**config.mk**
```make
export PLATFORM = sky130hd
export DESIGN_NAME = ook_tone_frame_transmitter
export DESIGN_NICKNAME = d
export VERILOG_FILES = /design/src/hdl/otft_pkg.sv /design/src/hdl/otft_frame_engine.sv /design/src/hdl/otft_out_reg.sv /design/src/hdl/ook_tone_frame_transmitter.sv
export SDC_FILE = /design/constraint.sdc
export NUM_CORES = 1
export LEC_CHECK = 0
export ABC_AREA = 1
export BUFFER_PORTS_ARGS = -buffer_cell sky130_fd_sc_hd__buf_2
export CAP_MARGIN = 5
export CORE_MARGIN = 2
export CORE_UTILIZATION = 40
export CTS_BUF_LIST = sky130_fd_sc_hd__clkbuf_16
export CTS_CLUSTER_SIZE = 30
export DETAILED_ROUTE_END_ITERATION = 8
export PLACE_DENSITY = 0.6
export RECOVER_POWER = 50
export SYNTH_ARGS = -nofsm -noshare
export SYNTH_HDL_FRONTEND = slang
export SYNTH_HIERARCHICAL = 1
export SYNTH_SLANG_ARGS = --single-unit
```
**constraint.sdc**
```tcl
create_clock -name aclk -period 2.7 [get_ports aclk]
set_input_delay 0.405 -clock aclk [delete_from_list [all_inputs] [get_ports aclk]]
set_output_delay 0.405 -clock aclk [all_outputs]
set_load 0.01 [all_outputs]
```
**src/hdl/otft_pkg.sv**
```systemverilog
// ----------------------------------------------------------------------------
// otft_pkg - shared types and constants for the OOK tone frame transmitter
// Frame layout, tone ROM, register indexes and the records passed between
// the frame engine and the output register.
// ----------------------------------------------------------------------------
package otft_pkg;

    // frame and tone geometry
    localparam int FRAME_BITS  = 11;
    localparam int WAVE_POINTS = 64;
    localparam int ROM_SIZE    = 64;
    localparam int ROM_AW      = $clog2(ROM_SIZE);
    localparam int PHASE_W     = $clog2(WAVE_POINTS);
    localparam int BITS_W      = $clog2(FRAME_BITS + 1);

    // field widths
    localparam int CHAR_W  = 8;
    localparam int DAC_W   = 12;
    localparam int LEN_W   = 16;
    localparam int CFG_W   = 16;
    localparam int CFG_AW  = 1;

    // input word kinds
    localparam logic CMD_TICK = 1'b0;
    localparam logic CMD_LOAD = 1'b1;

    // register indexes
    localparam logic [CFG_AW-1:0] REG_BIT_LENGTH = 1'd0;
    localparam logic [CFG_AW-1:0] REG_IDLE_LEVEL = 1'd1;

    // register reset values
    localparam logic [LEN_W-1:0] BIT_LENGTH_RST = 16'd1000;
    localparam logic [DAC_W-1:0] IDLE_LEVEL_RST = 12'd2048;

    // two sine periods, 32 points each
    localparam logic [DAC_W-1:0] TONE_ROM [ROM_SIZE] = '{
        12'd2048, 12'd2409, 12'd2756, 12'd3076, 12'd3356, 12'd3586, 12'd3757, 12'd3862,
        12'd3898, 12'd3862, 12'd3757, 12'd3586, 12'd3356, 12'd3076, 12'd2756, 12'd2409,
        12'd2048, 12'd1687, 12'd1340, 12'd1020, 12'd740,  12'd510,  12'd339,  12'd234,
        12'd198,  12'd234,  12'd339,  12'd510,  12'd740,  12'd1020, 12'd1340, 12'd1687,
        12'd2048, 12'd2409, 12'd2756, 12'd3076, 12'd3356, 12'd3586, 12'd3757, 12'd3862,
        12'd3898, 12'd3862, 12'd3757, 12'd3586, 12'd3356, 12'd3076, 12'd2756, 12'd2409,
        12'd2048, 12'd1687, 12'd1340, 12'd1020, 12'd740,  12'd510,  12'd339,  12'd234,
        12'd198,  12'd234,  12'd339,  12'd510,  12'd740,  12'd1020, 12'd1340, 12'd1687
    };

    // one accepted input word
    typedef struct packed {
        logic              cmd;
        logic [CHAR_W-1:0] char_data;
    } item_t;

    // one result word
    typedef struct packed {
        logic [DAC_W-1:0] dac_value;
        logic             dac_write;
        logic             request_next;
    } result_t;

endpackage

```
**src/hdl/otft_frame_engine.sv**
```systemverilog
// ----------------------------------------------------------------------------
// otft_frame_engine - frame state and per-tick sample selection
// Holds the configuration registers and the frame/bit/tone state. Computes
// the result of the word in the input register and updates state on step.
// ----------------------------------------------------------------------------
module otft_frame_engine (
    input  logic                          aclk,
    input  logic                          aresetn,
    input  logic                          cfg_wr_en,
    input  logic [otft_pkg::CFG_AW-1:0]   cfg_index,
    input  logic [otft_pkg::CFG_W-1:0]    cfg_wdata,
    input  logic                          step,
    input  otft_pkg::item_t               item,
    output otft_pkg::result_t             result
);

    logic [otft_pkg::LEN_W-1:0]      bit_length_reg;
    logic [otft_pkg::DAC_W-1:0]      idle_level_reg;

    logic [otft_pkg::FRAME_BITS-1:0] frame_shift_reg, frame_shift_next;
    logic [otft_pkg::BITS_W-1:0]     bits_left_reg, bits_left_next;
    logic                            current_bit_reg, current_bit_next;
    logic [otft_pkg::LEN_W-1:0]      ticks_left_reg, ticks_left_next;
    logic [otft_pkg::PHASE_W-1:0]    sine_phase_reg, sine_phase_next;

    logic [otft_pkg::ROM_AW-1:0]     rom_addr;

    assign rom_addr = otft_pkg::ROM_AW'(sine_phase_reg);

    // configuration writes
    always_ff @(posedge aclk) begin
        if (!aresetn) begin
            bit_length_reg <= otft_pkg::BIT_LENGTH_RST;
            idle_level_reg <= otft_pkg::IDLE_LEVEL_RST;
        end else if (cfg_wr_en) begin
            unique case (cfg_index)
                otft_pkg::REG_BIT_LENGTH: bit_length_reg <= cfg_wdata[otft_pkg::LEN_W-1:0];
                otft_pkg::REG_IDLE_LEVEL: idle_level_reg <= cfg_wdata[otft_pkg::DAC_W-1:0];
                default: ;
            endcase
        end
    end

    // next state and result for the current word
    always_comb begin
        frame_shift_next = frame_shift_reg;
        bits_left_next   = bits_left_reg;
        current_bit_next = current_bit_reg;
        ticks_left_next  = ticks_left_reg;
        sine_phase_next  = sine_phase_reg;
        result           = '0;

        if (item.cmd == otft_pkg::CMD_LOAD) begin
            // stop, data, parity, start - sent LSB first
            frame_shift_next = {1'b1, item.char_data, ^item.char_data, 1'b1};
            bits_left_next   = otft_pkg::BITS_W'(otft_pkg::FRAME_BITS);
        end else if (ticks_left_reg != '0) begin
            // bit on the air: tone for a one, idle level for a zero
            if (current_bit_reg) begin
                result.dac_value = otft_pkg::TONE_ROM[rom_addr];
                if (sine_phase_reg == otft_pkg::PHASE_W'(otft_pkg::WAVE_POINTS - 1)) begin
                    sine_phase_next = '0;
                end else begin
                    sine_phase_next = sine_phase_reg + 1'b1;
                end
            end else begin
                result.dac_value = idle_level_reg;
            end
            result.dac_write = 1'b1;
            ticks_left_next  = ticks_left_reg - 1'b1;
        end else if (bits_left_reg != '0) begin
            // fetch tick, no write
            current_bit_next = frame_shift_reg[0];
            ticks_left_next  = bit_length_reg;
            frame_shift_next = {1'b0, frame_shift_reg[otft_pkg::FRAME_BITS-1:1]};
            bits_left_next   = bits_left_reg - 1'b1;
        end else begin
            // idle: hold line and ask for a character
            result.dac_value    = idle_level_reg;
            result.dac_write    = 1'b1;
            result.request_next = 1'b1;
        end
    end

    // state registers
    always_ff @(posedge aclk) begin
        if (!aresetn) begin
            frame_shift_reg <= '0;
            bits_left_reg   <= '0;
            current_bit_reg <= 1'b0;
            ticks_left_reg  <= '0;
            sine_phase_reg  <= '0;
        end else if (step) begin
            frame_shift_reg <= frame_shift_next;
            bits_left_reg   <= bits_left_next;
            current_bit_reg <= current_bit_next;
            ticks_left_reg  <= ticks_left_next;
            sine_phase_reg  <= sine_phase_next;
        end
    end

endmodule

```
**src/hdl/otft_out_reg.sv**
```systemverilog
// ----------------------------------------------------------------------------
// otft_out_reg - result register on the master side
// Holds one result word until the downstream side takes it.
// ----------------------------------------------------------------------------
module otft_out_reg (
    input  logic               aclk,
    input  logic               aresetn,
    input  logic               load,
    input  otft_pkg::result_t  result,
    output logic               room,
    output logic               m_tvalid,
    input  logic               m_tready,
    output otft_pkg::result_t  held
);

    logic              valid_reg;
    otft_pkg::result_t data_reg;

    // free when empty or being drained this cycle
    assign room     = !valid_reg || m_tready;
    assign m_tvalid = valid_reg;
    assign held     = data_reg;

    always_ff @(posedge aclk) begin
        if (!aresetn) begin
            valid_reg <= 1'b0;
        end else if (room) begin
            valid_reg <= load;
        end
    end

    // payload, no reset
    always_ff @(posedge aclk) begin
        if (load && room) begin
            data_reg <= result;
        end
    end

endmodule

```
**src/hdl/ook_tone_frame_transmitter.sv**
```systemverilog
// ----------------------------------------------------------------------------
// ook_tone_frame_transmitter - on-off keyed tone serial transmitter
// Frames characters into 11-bit words and keys a sine tone per frame bit.
//
//   channel   dir  handshake          payload
//   s_        in   s_tvalid/s_tready  tuser = cmd, tdata = char_data
//   m_        out  m_tvalid/m_tready  tdata = dac_value, tuser = write/request
//   cfg_      in   cfg_wr_en          cfg_index, cfg_wdata
//
// A word sits in the input register while the combinational frame engine
// works on it; a tick's result word then goes into the result register and
// onto m_tvalid. A word can be accepted every cycle while no tick waits.
// Loads give no result word and pass even while the master side is stalled.
// A tick waits in the input register while the result register is full,
// holding s_tready low. Reset is synchronous, no sweep.
// ----------------------------------------------------------------------------
module ook_tone_frame_transmitter (
    input  logic                          aclk,
    input  logic                          aresetn,
    // configuration
    input  logic                          cfg_wr_en,
    input  logic [otft_pkg::CFG_AW-1:0]   cfg_index,
    input  logic [otft_pkg::CFG_W-1:0]    cfg_wdata,
    // slave side
    input  logic                          s_tvalid,
    output logic                          s_tready,
    input  logic [7:0]                    s_tdata,   // [7:0] char_data
    input  logic                          s_tuser,   // [0] cmd
    // master side
    output logic                          m_tvalid,
    input  logic                          m_tready,
    output logic [15:0]                   m_tdata,   // [11:0] dac_value, [15:12] zero
    output logic [1:0]                    m_tuser    // [0] dac_write, [1] request_next
);

    logic              in_valid_reg;
    otft_pkg::item_t   in_item_reg;
    logic              room;
    logic              step;
    otft_pkg::result_t result;
    otft_pkg::result_t held;

    // a load needs no output slot, a tick needs one
    assign step     = in_valid_reg && ((in_item_reg.cmd == otft_pkg::CMD_LOAD) || room);
    assign s_tready = !in_valid_reg || step;

    // input register
    always_ff @(posedge aclk) begin
        if (!aresetn) begin
            in_valid_reg <= 1'b0;
        end else if (s_tready) begin
            in_valid_reg <= s_tvalid;
        end
    end

    always_ff @(posedge aclk) begin
        if (s_tready && s_tvalid) begin
            in_item_reg.cmd       <= s_tuser;
            in_item_reg.char_data <= s_tdata;
        end
    end

    otft_frame_engine u_engine (
        .aclk      (aclk),
        .aresetn   (aresetn),
        .cfg_wr_en (cfg_wr_en),
        .cfg_index (cfg_index),
        .cfg_wdata (cfg_wdata),
        .step      (step),
        .item      (in_item_reg),
        .result    (result)
    );

    otft_out_reg u_out (
        .aclk     (aclk),
        .aresetn  (aresetn),
        .load     (step && (in_item_reg.cmd == otft_pkg::CMD_TICK)),
        .result   (result),
        .room     (room),
        .m_tvalid (m_tvalid),
        .m_tready (m_tready),
        .held     (held)
    );

    // pack result word
    assign m_tdata = {4'b0000, held.dac_value};
    assign m_tuser = {held.request_next, held.dac_write};

endmodule
```
==> metrics.md, run 1 <==
| Metric | Value |
|---|---|
| Clk buf depth | `2` |
| Global-route wire length before repair | `21.3 mm` |
| Post-synth cell types | `38` |
| VDD IR max | `about 1 mV` |
| Cell row count | `40` |
| Worst clock skew | `0.00432 ns` |
| Status | `finished, final reports clean` |
| DIE WIDTH | `~110 um` |
| Fin. Hold Viols | `0` |
| Slowest CP cell | `dfxtp_1` |
| Busiest metal layer after global routing | `met2` |
| FFs w/ async S/R, synth | `0%` |
| Post-DP HPWL | `around 9.4 mm` |
| Mapped cell area | `4920 sq um` |
| Worst EP arrival | `2.26 ns` |
| Port Buf Inserts | `46` |
| Clock transition at the registers of the reported paths | `0.06 ns` |
| Iteration-0 DRC Markers | `245` |
| Ant. Diodes | `0` |
| Met1 Use GR | `27.0%` |
| Post-layout min period | `approximately 2 ns` |
| Initial Util | `41.0%` |
| Crit start category | `flop` |
| Vias in the first global route | `about 4300` |
| # hold bufs at CTS | `0` |
| Vias | `between 4000 and 5000` |
| Largest net degree at the start of global routing | `49` |
| # IOs | `51` |
| Inst Count DP | `slightly below 900` |
| Htree depth | `3` |
| Synth Register Bits | `just over 90` |
| Remaining antenna violation count | `0` |
| Worst-path cell chain | `inv_1 > ha_1 > nand2_1 > nor2_1 > nand2_2 > inv_2 > nand3_1 > inv_2 > nand2_1 > a21oi_1` |
| GR Util met3 | `approximately 3.2%` |
| Crit path required time | `about 2.9 ns` |
| CP endpoint kind | `flop` |
| Setup CP Type | `reg -> reg` |
| PD cells | `1330 nW/um^2` |
| Root Driver | `clkbuf_16` |
| Top fanout value on the critical path | `15` |
| CTS Buf Count | `9` |
| Tcrit/Tclk final | `roughly three quarters` |
| Max-cap viol count | `0` |
| Core Footprint | `about 12000 sq um` |
| Finished Layout Cells | `between 800 and 900` |
| Max Slew Vio Count | `0` |
| Num Clock Sinks | `between 90 and 100` |
| Wire length per cell | `about 15 um` |
| Final setup vio count | `0` |
| Post-synth EDFFs | `23` |
| Initial antenna violation count | `0` |
| Yosys warning count | `6` |
| Die Y | `between 100 and 150 um` |
| DR pass1 iterations | `5` |
| Grt total ovfl | `0` |
| Hold Path Class | `in -> reg` |
| WL final | `12.9 mm` |
| Die area | `about 13000 sq um` |
| Syn-to-layout area delta | `12.3%` |
| Fmax | `approximately 490 MHz` |
| Slew @ Worst Pin | `0.949 ns` |
| Clk Latency, worst-skew pair | `around 0.35 ns` |
| Final setup TNS | `0 ns` |
| Slowest stage delay, CP | `roughly 0.29 ns` |
| CTS tree | `yes` |
| Met2 usage | `approximately 33%` |
| Post CTS Setup Buffer Count | `0` |
| Mean Syn Cell Area | `7.18 sq um` |
| Layout cell share with drive strength beyond 1 | `about an eighth` |
| Crit-path leading delay family | `simple AND/OR/NAND/NOR gates` |
| RSZ-0062 raised after global routing | `false` |
| Tot GR Track Use | `20.7%` |
| DRC viols | `0` |
| Synth Instances | `between 600 and 700` |
| Relative slew slack | `between 30% and 40%` |
| GPL Wtd Cong | `0.911` |
| Post-DR vias/cell | `a little over 5` |
| Sequential area share after synthesis | `about two fifths` |
| Lkg Pwr | `about 2.4 nW` |
| Primary FF master, synth | `dfxtp_1` |
| WP buf/inv | `3` |
| Post-CTS resize count | `0` |
| # nets final | `772` |
## Yosys cell counts (8+ instances only)
cell type	n	area, sq um
xor2_1	8	70.1
ha_1	12	150
nand3_1	40	200
a21oi_1	52	260
clkbuf_1	14	52.6
inv_1	53	199
o21ai_0	65	325
nor2_1	102	383
nor2_2	8	50.1
nand2_1	163	612
dfxtp_1	68	1360
edfxtp_1	23	691
## cell type report
type	instances	area (sq um)
clock inverters	6	36.3
fillers	1266	6480
flip-flops and latches	91	2050
repair buffers	55	275
multi-input cells	508	2490
clock buffers	10	250
well taps	147	184
inverters	64	240
## routing by layer
metal / up-vias / routed length, um
met5: - / 0
met4: 0 / 325
met3: 22 / 568
met2: 104 / 5980
met1: 2087 / 5990
li1: 2302 / -
## report_power, final
part,leakage [nW],switching (mW),internal [mW],total [mW]
combinational,1.53,2.91,1.32,4.23
sequential,0.776,0.204,1.68,1.88
clock,0.142,0.545,0.677,1.22
## worst paths after layout
kind | startpoint | endpoint | slack (ns) | depth (start not counted)
worst max register to register | u_engine/ticks_left_reg[0]$_SDFFE_PN0P_ | u_out/held[10]$_DFFE_PP_ | 0.64 | 10
worst min register to register | u_engine/frame_shift_reg[0]$_SDFFE_PN0P_ | u_engine/frame_shift_reg[0]$_SDFFE_PN0P_ | 0.46 | 2
worst min-delay path | s_tuser | in_item_reg[8]$_DFFE_PP_ | 0.23 | 1
worst max-delay path | u_engine/ticks_left_reg[0]$_SDFFE_PN0P_ | u_out/held[10]$_DFFE_PP_ | 0.64 | 10
## worst register-to-register path: stages (launching register included)
cell     delay, ns
dfxtp_1       0.29
inv_1         0.14
ha_1          0.25
nand2_1       0.07
nor2_1        0.14
nand2_2       0.23
inv_2         0.27
nand3_1       0.20
inv_2         0.14
nand2_1       0.06
a21oi_1       0.11
## layout by cell type, fill, tap and decap left out, types with 3 or more instances in the layout
cell type	n
nand2_2	4
xor2_1	8
o21ai_1	4
nor3_1	4
nor2_1	103
clkinv_1	5
edfxtp_1	23
buf_4	8
buf_2	30
xnor2_1	5
inv_1	53
ha_1	12
nor2_2	7
clkbuf_1	16
dfxtp_1	68
o211ai_1	5
clkbuf_16	10
nor2_4	5
conb_1	4
nand3_1	40
a21oi_2	3
inv_2	8
a21oi_1	52
nand2_4	3
nand2_1	165
o21ai_0	65
nand4_1	3
## per-stage QoR
stage / hold slack, ns / power, mW / util, % / setup slack, ns / instance area [sq um]
finish: 0.229 / 7.34 / 46.0 / 0.643 / 5530
global route: 0.209 / 8.09 / 46.0 / 0.410 / 5530
CTS: 0.214 / 7.41 / 46.3 / 0.644 / 5560
detailed placement: 0.446 / 6.16 / 43.9 / 0.515 / 5280
global placement: 0.441 / 6.16 / 43.9 / 0.563 / 5280
floorplan: 0.429 / 5.35 / - / 0.637 / 4930
## kinds of logic after synthesis
group,share of synthesized area (%)
other,0.0762
xor gates and xnor gates,2.31
and+or+nand+nor,30.5
adders and majority gates,3.05
DFF,41.7
buffers and inverters,7.73
AOI/OAI and AO/OA,14.6
Power figures use the tool's default switching activity.
==> run 2, diff against run 1 <==
--- a/config.mk
+++ b/config.mk
@@ -13,7 +13,7 @@
 export CTS_BUF_LIST = sky130_fd_sc_hd__clkbuf_16
 export CTS_CLUSTER_SIZE = 30
 export DETAILED_ROUTE_END_ITERATION = 8
-export PLACE_DENSITY = 0.6
+export PLACE_DENSITY = 0.62
 export RECOVER_POWER = 50
 export SYNTH_ARGS = -nofsm -noshare
 export SYNTH_HDL_FRONTEND = slang
==> constraint.sdc (replaced) <==
create_clock -name aclk -period 1.75 [get_ports aclk]
set_input_delay 0.2625 -clock aclk [delete_from_list [all_inputs] [get_ports aclk]]
set_output_delay 0.2625 -clock aclk [all_outputs]
set_load 0.01 [all_outputs]
==> run 2 against run 1 <==
Global-route usage decreased by 0.80 points. Count of clock-buffer cells in the layout increased by 1. Sequential share of layout area decreased by 3.2 points. Via count increased by 3.9%. Clock power increased by 76%. Die area unchanged. Largest cell class unchanged. Largest power group unchanged.
==> metrics.md, run 2 (same netlist as run 1, synthesis figures left out) <==
| Metric | Value |
|---|---|
| Port Buf Inserts | `46 (unchanged)` |
| Num Clock Sinks | `91 (unchanged)` |
| Tcrit/Tclk final | `96.7% (was 76.2%)` |
| Final setup TNS | `0 ns (unchanged)` |
| Post-DP HPWL | `9.31 mm (was 9.38 mm)` |
| Most common cell after layout, fill and taps aside | `nand2_1 (unchanged)` |
| Clk Latency, worst-skew pair | `0.35 ns (about the same)` |
| DR pass1 iterations | `5 (unchanged)` |
| Worst EP arrival | `1.80 ns (was 2.26 ns)` |
| R2R cell count | `8 (was 10)` |
| Hold Path Class | `in -> reg (unchanged)` |
| Worst hold endpoint | `in_item_reg[5]$_DFFE_PP_ (was in_item_reg[8]$_DFFE_PP_)` |
| Critical R2R Capture | `u_out/held[6]$_DFFE_PP_ (was u_out/held[10]$_DFFE_PP_)` |
| Initial antenna violation count | `0 (unchanged)` |
| Max-cap viol count | `0 (unchanged)` |
| Grt total ovfl | `0 (unchanged)` |
| PD cells | `2090 nW/um^2 (was 1330 nW/um^2)` |
| Post-DR vias/cell | `5.06 (was 5.12)` |
| CTS tree | `yes (unchanged)` |
| Die Y | `115 um (unchanged)` |
| # nets final | `818 (was 772)` |
| Largest net degree at the start of global routing | `28 (was 49)` |
| Syn-to-layout area delta | `23.2% (was 12.3%)` |
| Top fanout value on the critical path | `5 (was 15)` |
| Hold_sp | `s_tdata[5] (was s_tuser)` |
| Initial Util | `41.0% (unchanged)` |
| Tot GR Track Use | `19.9% (was 20.7%)` |
| Core Footprint | `12000 sq um (unchanged)` |
| DIE WIDTH | `115 um (unchanged)` |
| Setup CP Type | `reg -> reg (unchanged)` |
| CTS Buf Count | `9 (unchanged)` |
| Clock transition at the registers of the reported paths | `0.07 ns (was 0.06 ns)` |
| Reg-to-reg setup timing slack | `0.06 ns (was 0.64 ns)` |
| Worst clock skew | `0.00800 ns (was 0.00432 ns)` |
| Status | `finished, final reports clean (unchanged)` |
| Die area | `13200 sq um (unchanged)` |
| Lkg Pwr | `2.69 nW (was 2.45 nW)` |
| Root Driver | `clkbuf_16 (unchanged)` |
| Cell row count | `40 (unchanged)` |
| Fmax | `591 MHz (was 486 MHz)` |
| Fillers | `1201 (was 1266)` |
| Ant. Diodes | `0 (unchanged)` |
| Worst R2R Start | `u_engine/rom_addr[2]$_SDFFE_PN0P_ (was u_engine/ticks_left_reg[0]$_SDFFE_PN0P_)` |
| # IOs | `51 (unchanged)` |
| RSZ-0062 raised after global routing | `true (was false)` |
| Final Cell Area | `6070 sq um (was 5530 sq um)` |
| Remaining antenna violation count | `0 (unchanged)` |
| Htree depth | `3 (unchanged)` |
| Placed Area | `5570 sq um (was 5280 sq um)` |
| Vias in the first global route | `4264 (was 4337)` |
| VDD IR max | `1.34 mV (was 1.01 mV)` |
| Relative slew slack | `27.0% (was 36.7%)` |
| Post-layout min period | `1.69 ns (was 2.06 ns)` |
| Crit start category | `flop (unchanged)` |
| Layout cell share with drive strength beyond 1 | `20.9% (was 12.5%)` |
| Most frequent cells in the layout | `161 x nand2_1, 96 x nor2_1, 65 x dfxtp_1 (was 165 x nand2_1, 103 x nor2_1, 68 x dfxtp_1)` |
| WHS Path Cells | `1 (unchanged)` |
| Wire length per cell | `13.8 um (was 14.6 um)` |
| CP endpoint kind | `flop (unchanged)` |
| WL final | `12.8 mm (was 12.9 mm)` |
| GPL Wtd Cong | `0.970 (was 0.911)` |
| Crit path required time | `1.86 ns (was 2.91 ns)` |
| Final Util | `50.5% (was 46.0%)` |
| Clk buf depth | `2 (unchanged)` |
| Global-route wire length before repair | `20.6 mm (was 21.3 mm)` |
| Slew @ Worst Pin | `1.09 ns (was 0.949 ns)` |
| Launch point of the worst path | `u_engine/rom_addr[2]$_SDFFE_PN0P_ (was u_engine/ticks_left_reg[0]$_SDFFE_PN0P_)` |
| Fin. Hold Viols | `0 (unchanged)` |
| Final setup vio count | `0 (unchanged)` |
| DRC viols | `0 (unchanged)` |
| Iteration-0 DRC Markers | `273 (was 245)` |
| Max Slew Vio Count | `0 (unchanged)` |
| Vias | `4690 (was 4515)` |
[run 2: changes by cell type in the layout (fill, tap and decap cells not counted), moves of 4 or more]
| cell | change |
|---|---|
| buf_4 | +40 |
| inv_1 | -5 |
| nand2_1 | -4 |
| nor2_1 | -7 |
| nor2_2 | +5 |
| o21ai_0 | -5 |
| o21ai_1 | +4 |
[run 2: final cells by class]
class	instances	area, sq um	area share [%]
clock buffers	11	275	4.54
clock inverters	5	56.3	0.928
inverters	64	251	4.15
multi-input cells	508	2580	42.5
flip-flops and latches	91	2060	33.9
well taps	147	184	3.03
repair buffers	101	661	10.9
[run 2: critical path, stage by stage, from the launching register on]
cell	delay [ns]
dfxtp_1	0.48
clkinvlp_4	0.19
buf_4	0.18
nor3_1	0.13
a21oi_1	0.08
a21oi_1	0.13
o21ai_0	0.12
nand2_1	0.07
o21ai_0	0.06
[run 2: layer usage]
metal / GRT usage [%] / share of wire, % / wire, um
met5: 0 / 0 / 0
met1: 26.7 / 49 / 6250
met3: 4.22 / 4.0 / 507
met2: 32.0 / 45 / 5790
met4: 6.27 / 1.7 / 221
[run 2: through the flow]
stage	cells	setup slack (ns)	power [mW]	hold slack, ns
6_report	927	0.0581	12.7	0.0844
5_1_grt	927	-0.0429	13.9	0.0739
4_1_cts	915	0.00228	12.3	0.0716
3_5_place_dp	899	-0.105	10.1	0.441
3_3_place_gp	899	-0.0965	10.0	0.438
2_1_floorplan	689	0.0206	8.25	0.361
[run 2: report_power, final]
part / internal (mW) / total [mW] / switching [mW]
Combinational: 2.77 / 7.64 / 4.86
Clock: 1.28 / 2.15 / 0.871
Sequential: 2.60 / 2.91 / 0.308
Total: 6.65 / 12.7 / 6.04
[run 2: repair_timing]
action	CTS	global route
pin swaps	0	7
hold buffers	0	0
buffers inserted	0	12
endpoints found under the setup margin	4	47
resized for setup	3	36
[run 2: worst max path at each step]
stage | endpoint | slack (ns) | depth (start not counted)
after floorplan | u_out/held[0]$_DFFE_PP_ | 0.02 | 6
after global placement | u_engine/rom_addr[2]$_SDFFE_PN0P_ | -0.1 | 13
after detailed placement | u_engine/rom_addr[2]$_SDFFE_PN0P_ | -0.10 | 13
after CTS | u_engine/frame_shift_reg[2]$_SDFFE_PN0P_ | 0.002 | 9
after global routing | u_out/held[6]$_DFFE_PP_ | -0.04 | 8
final | u_out/held[6]$_DFFE_PP_ | 0.06 | 8
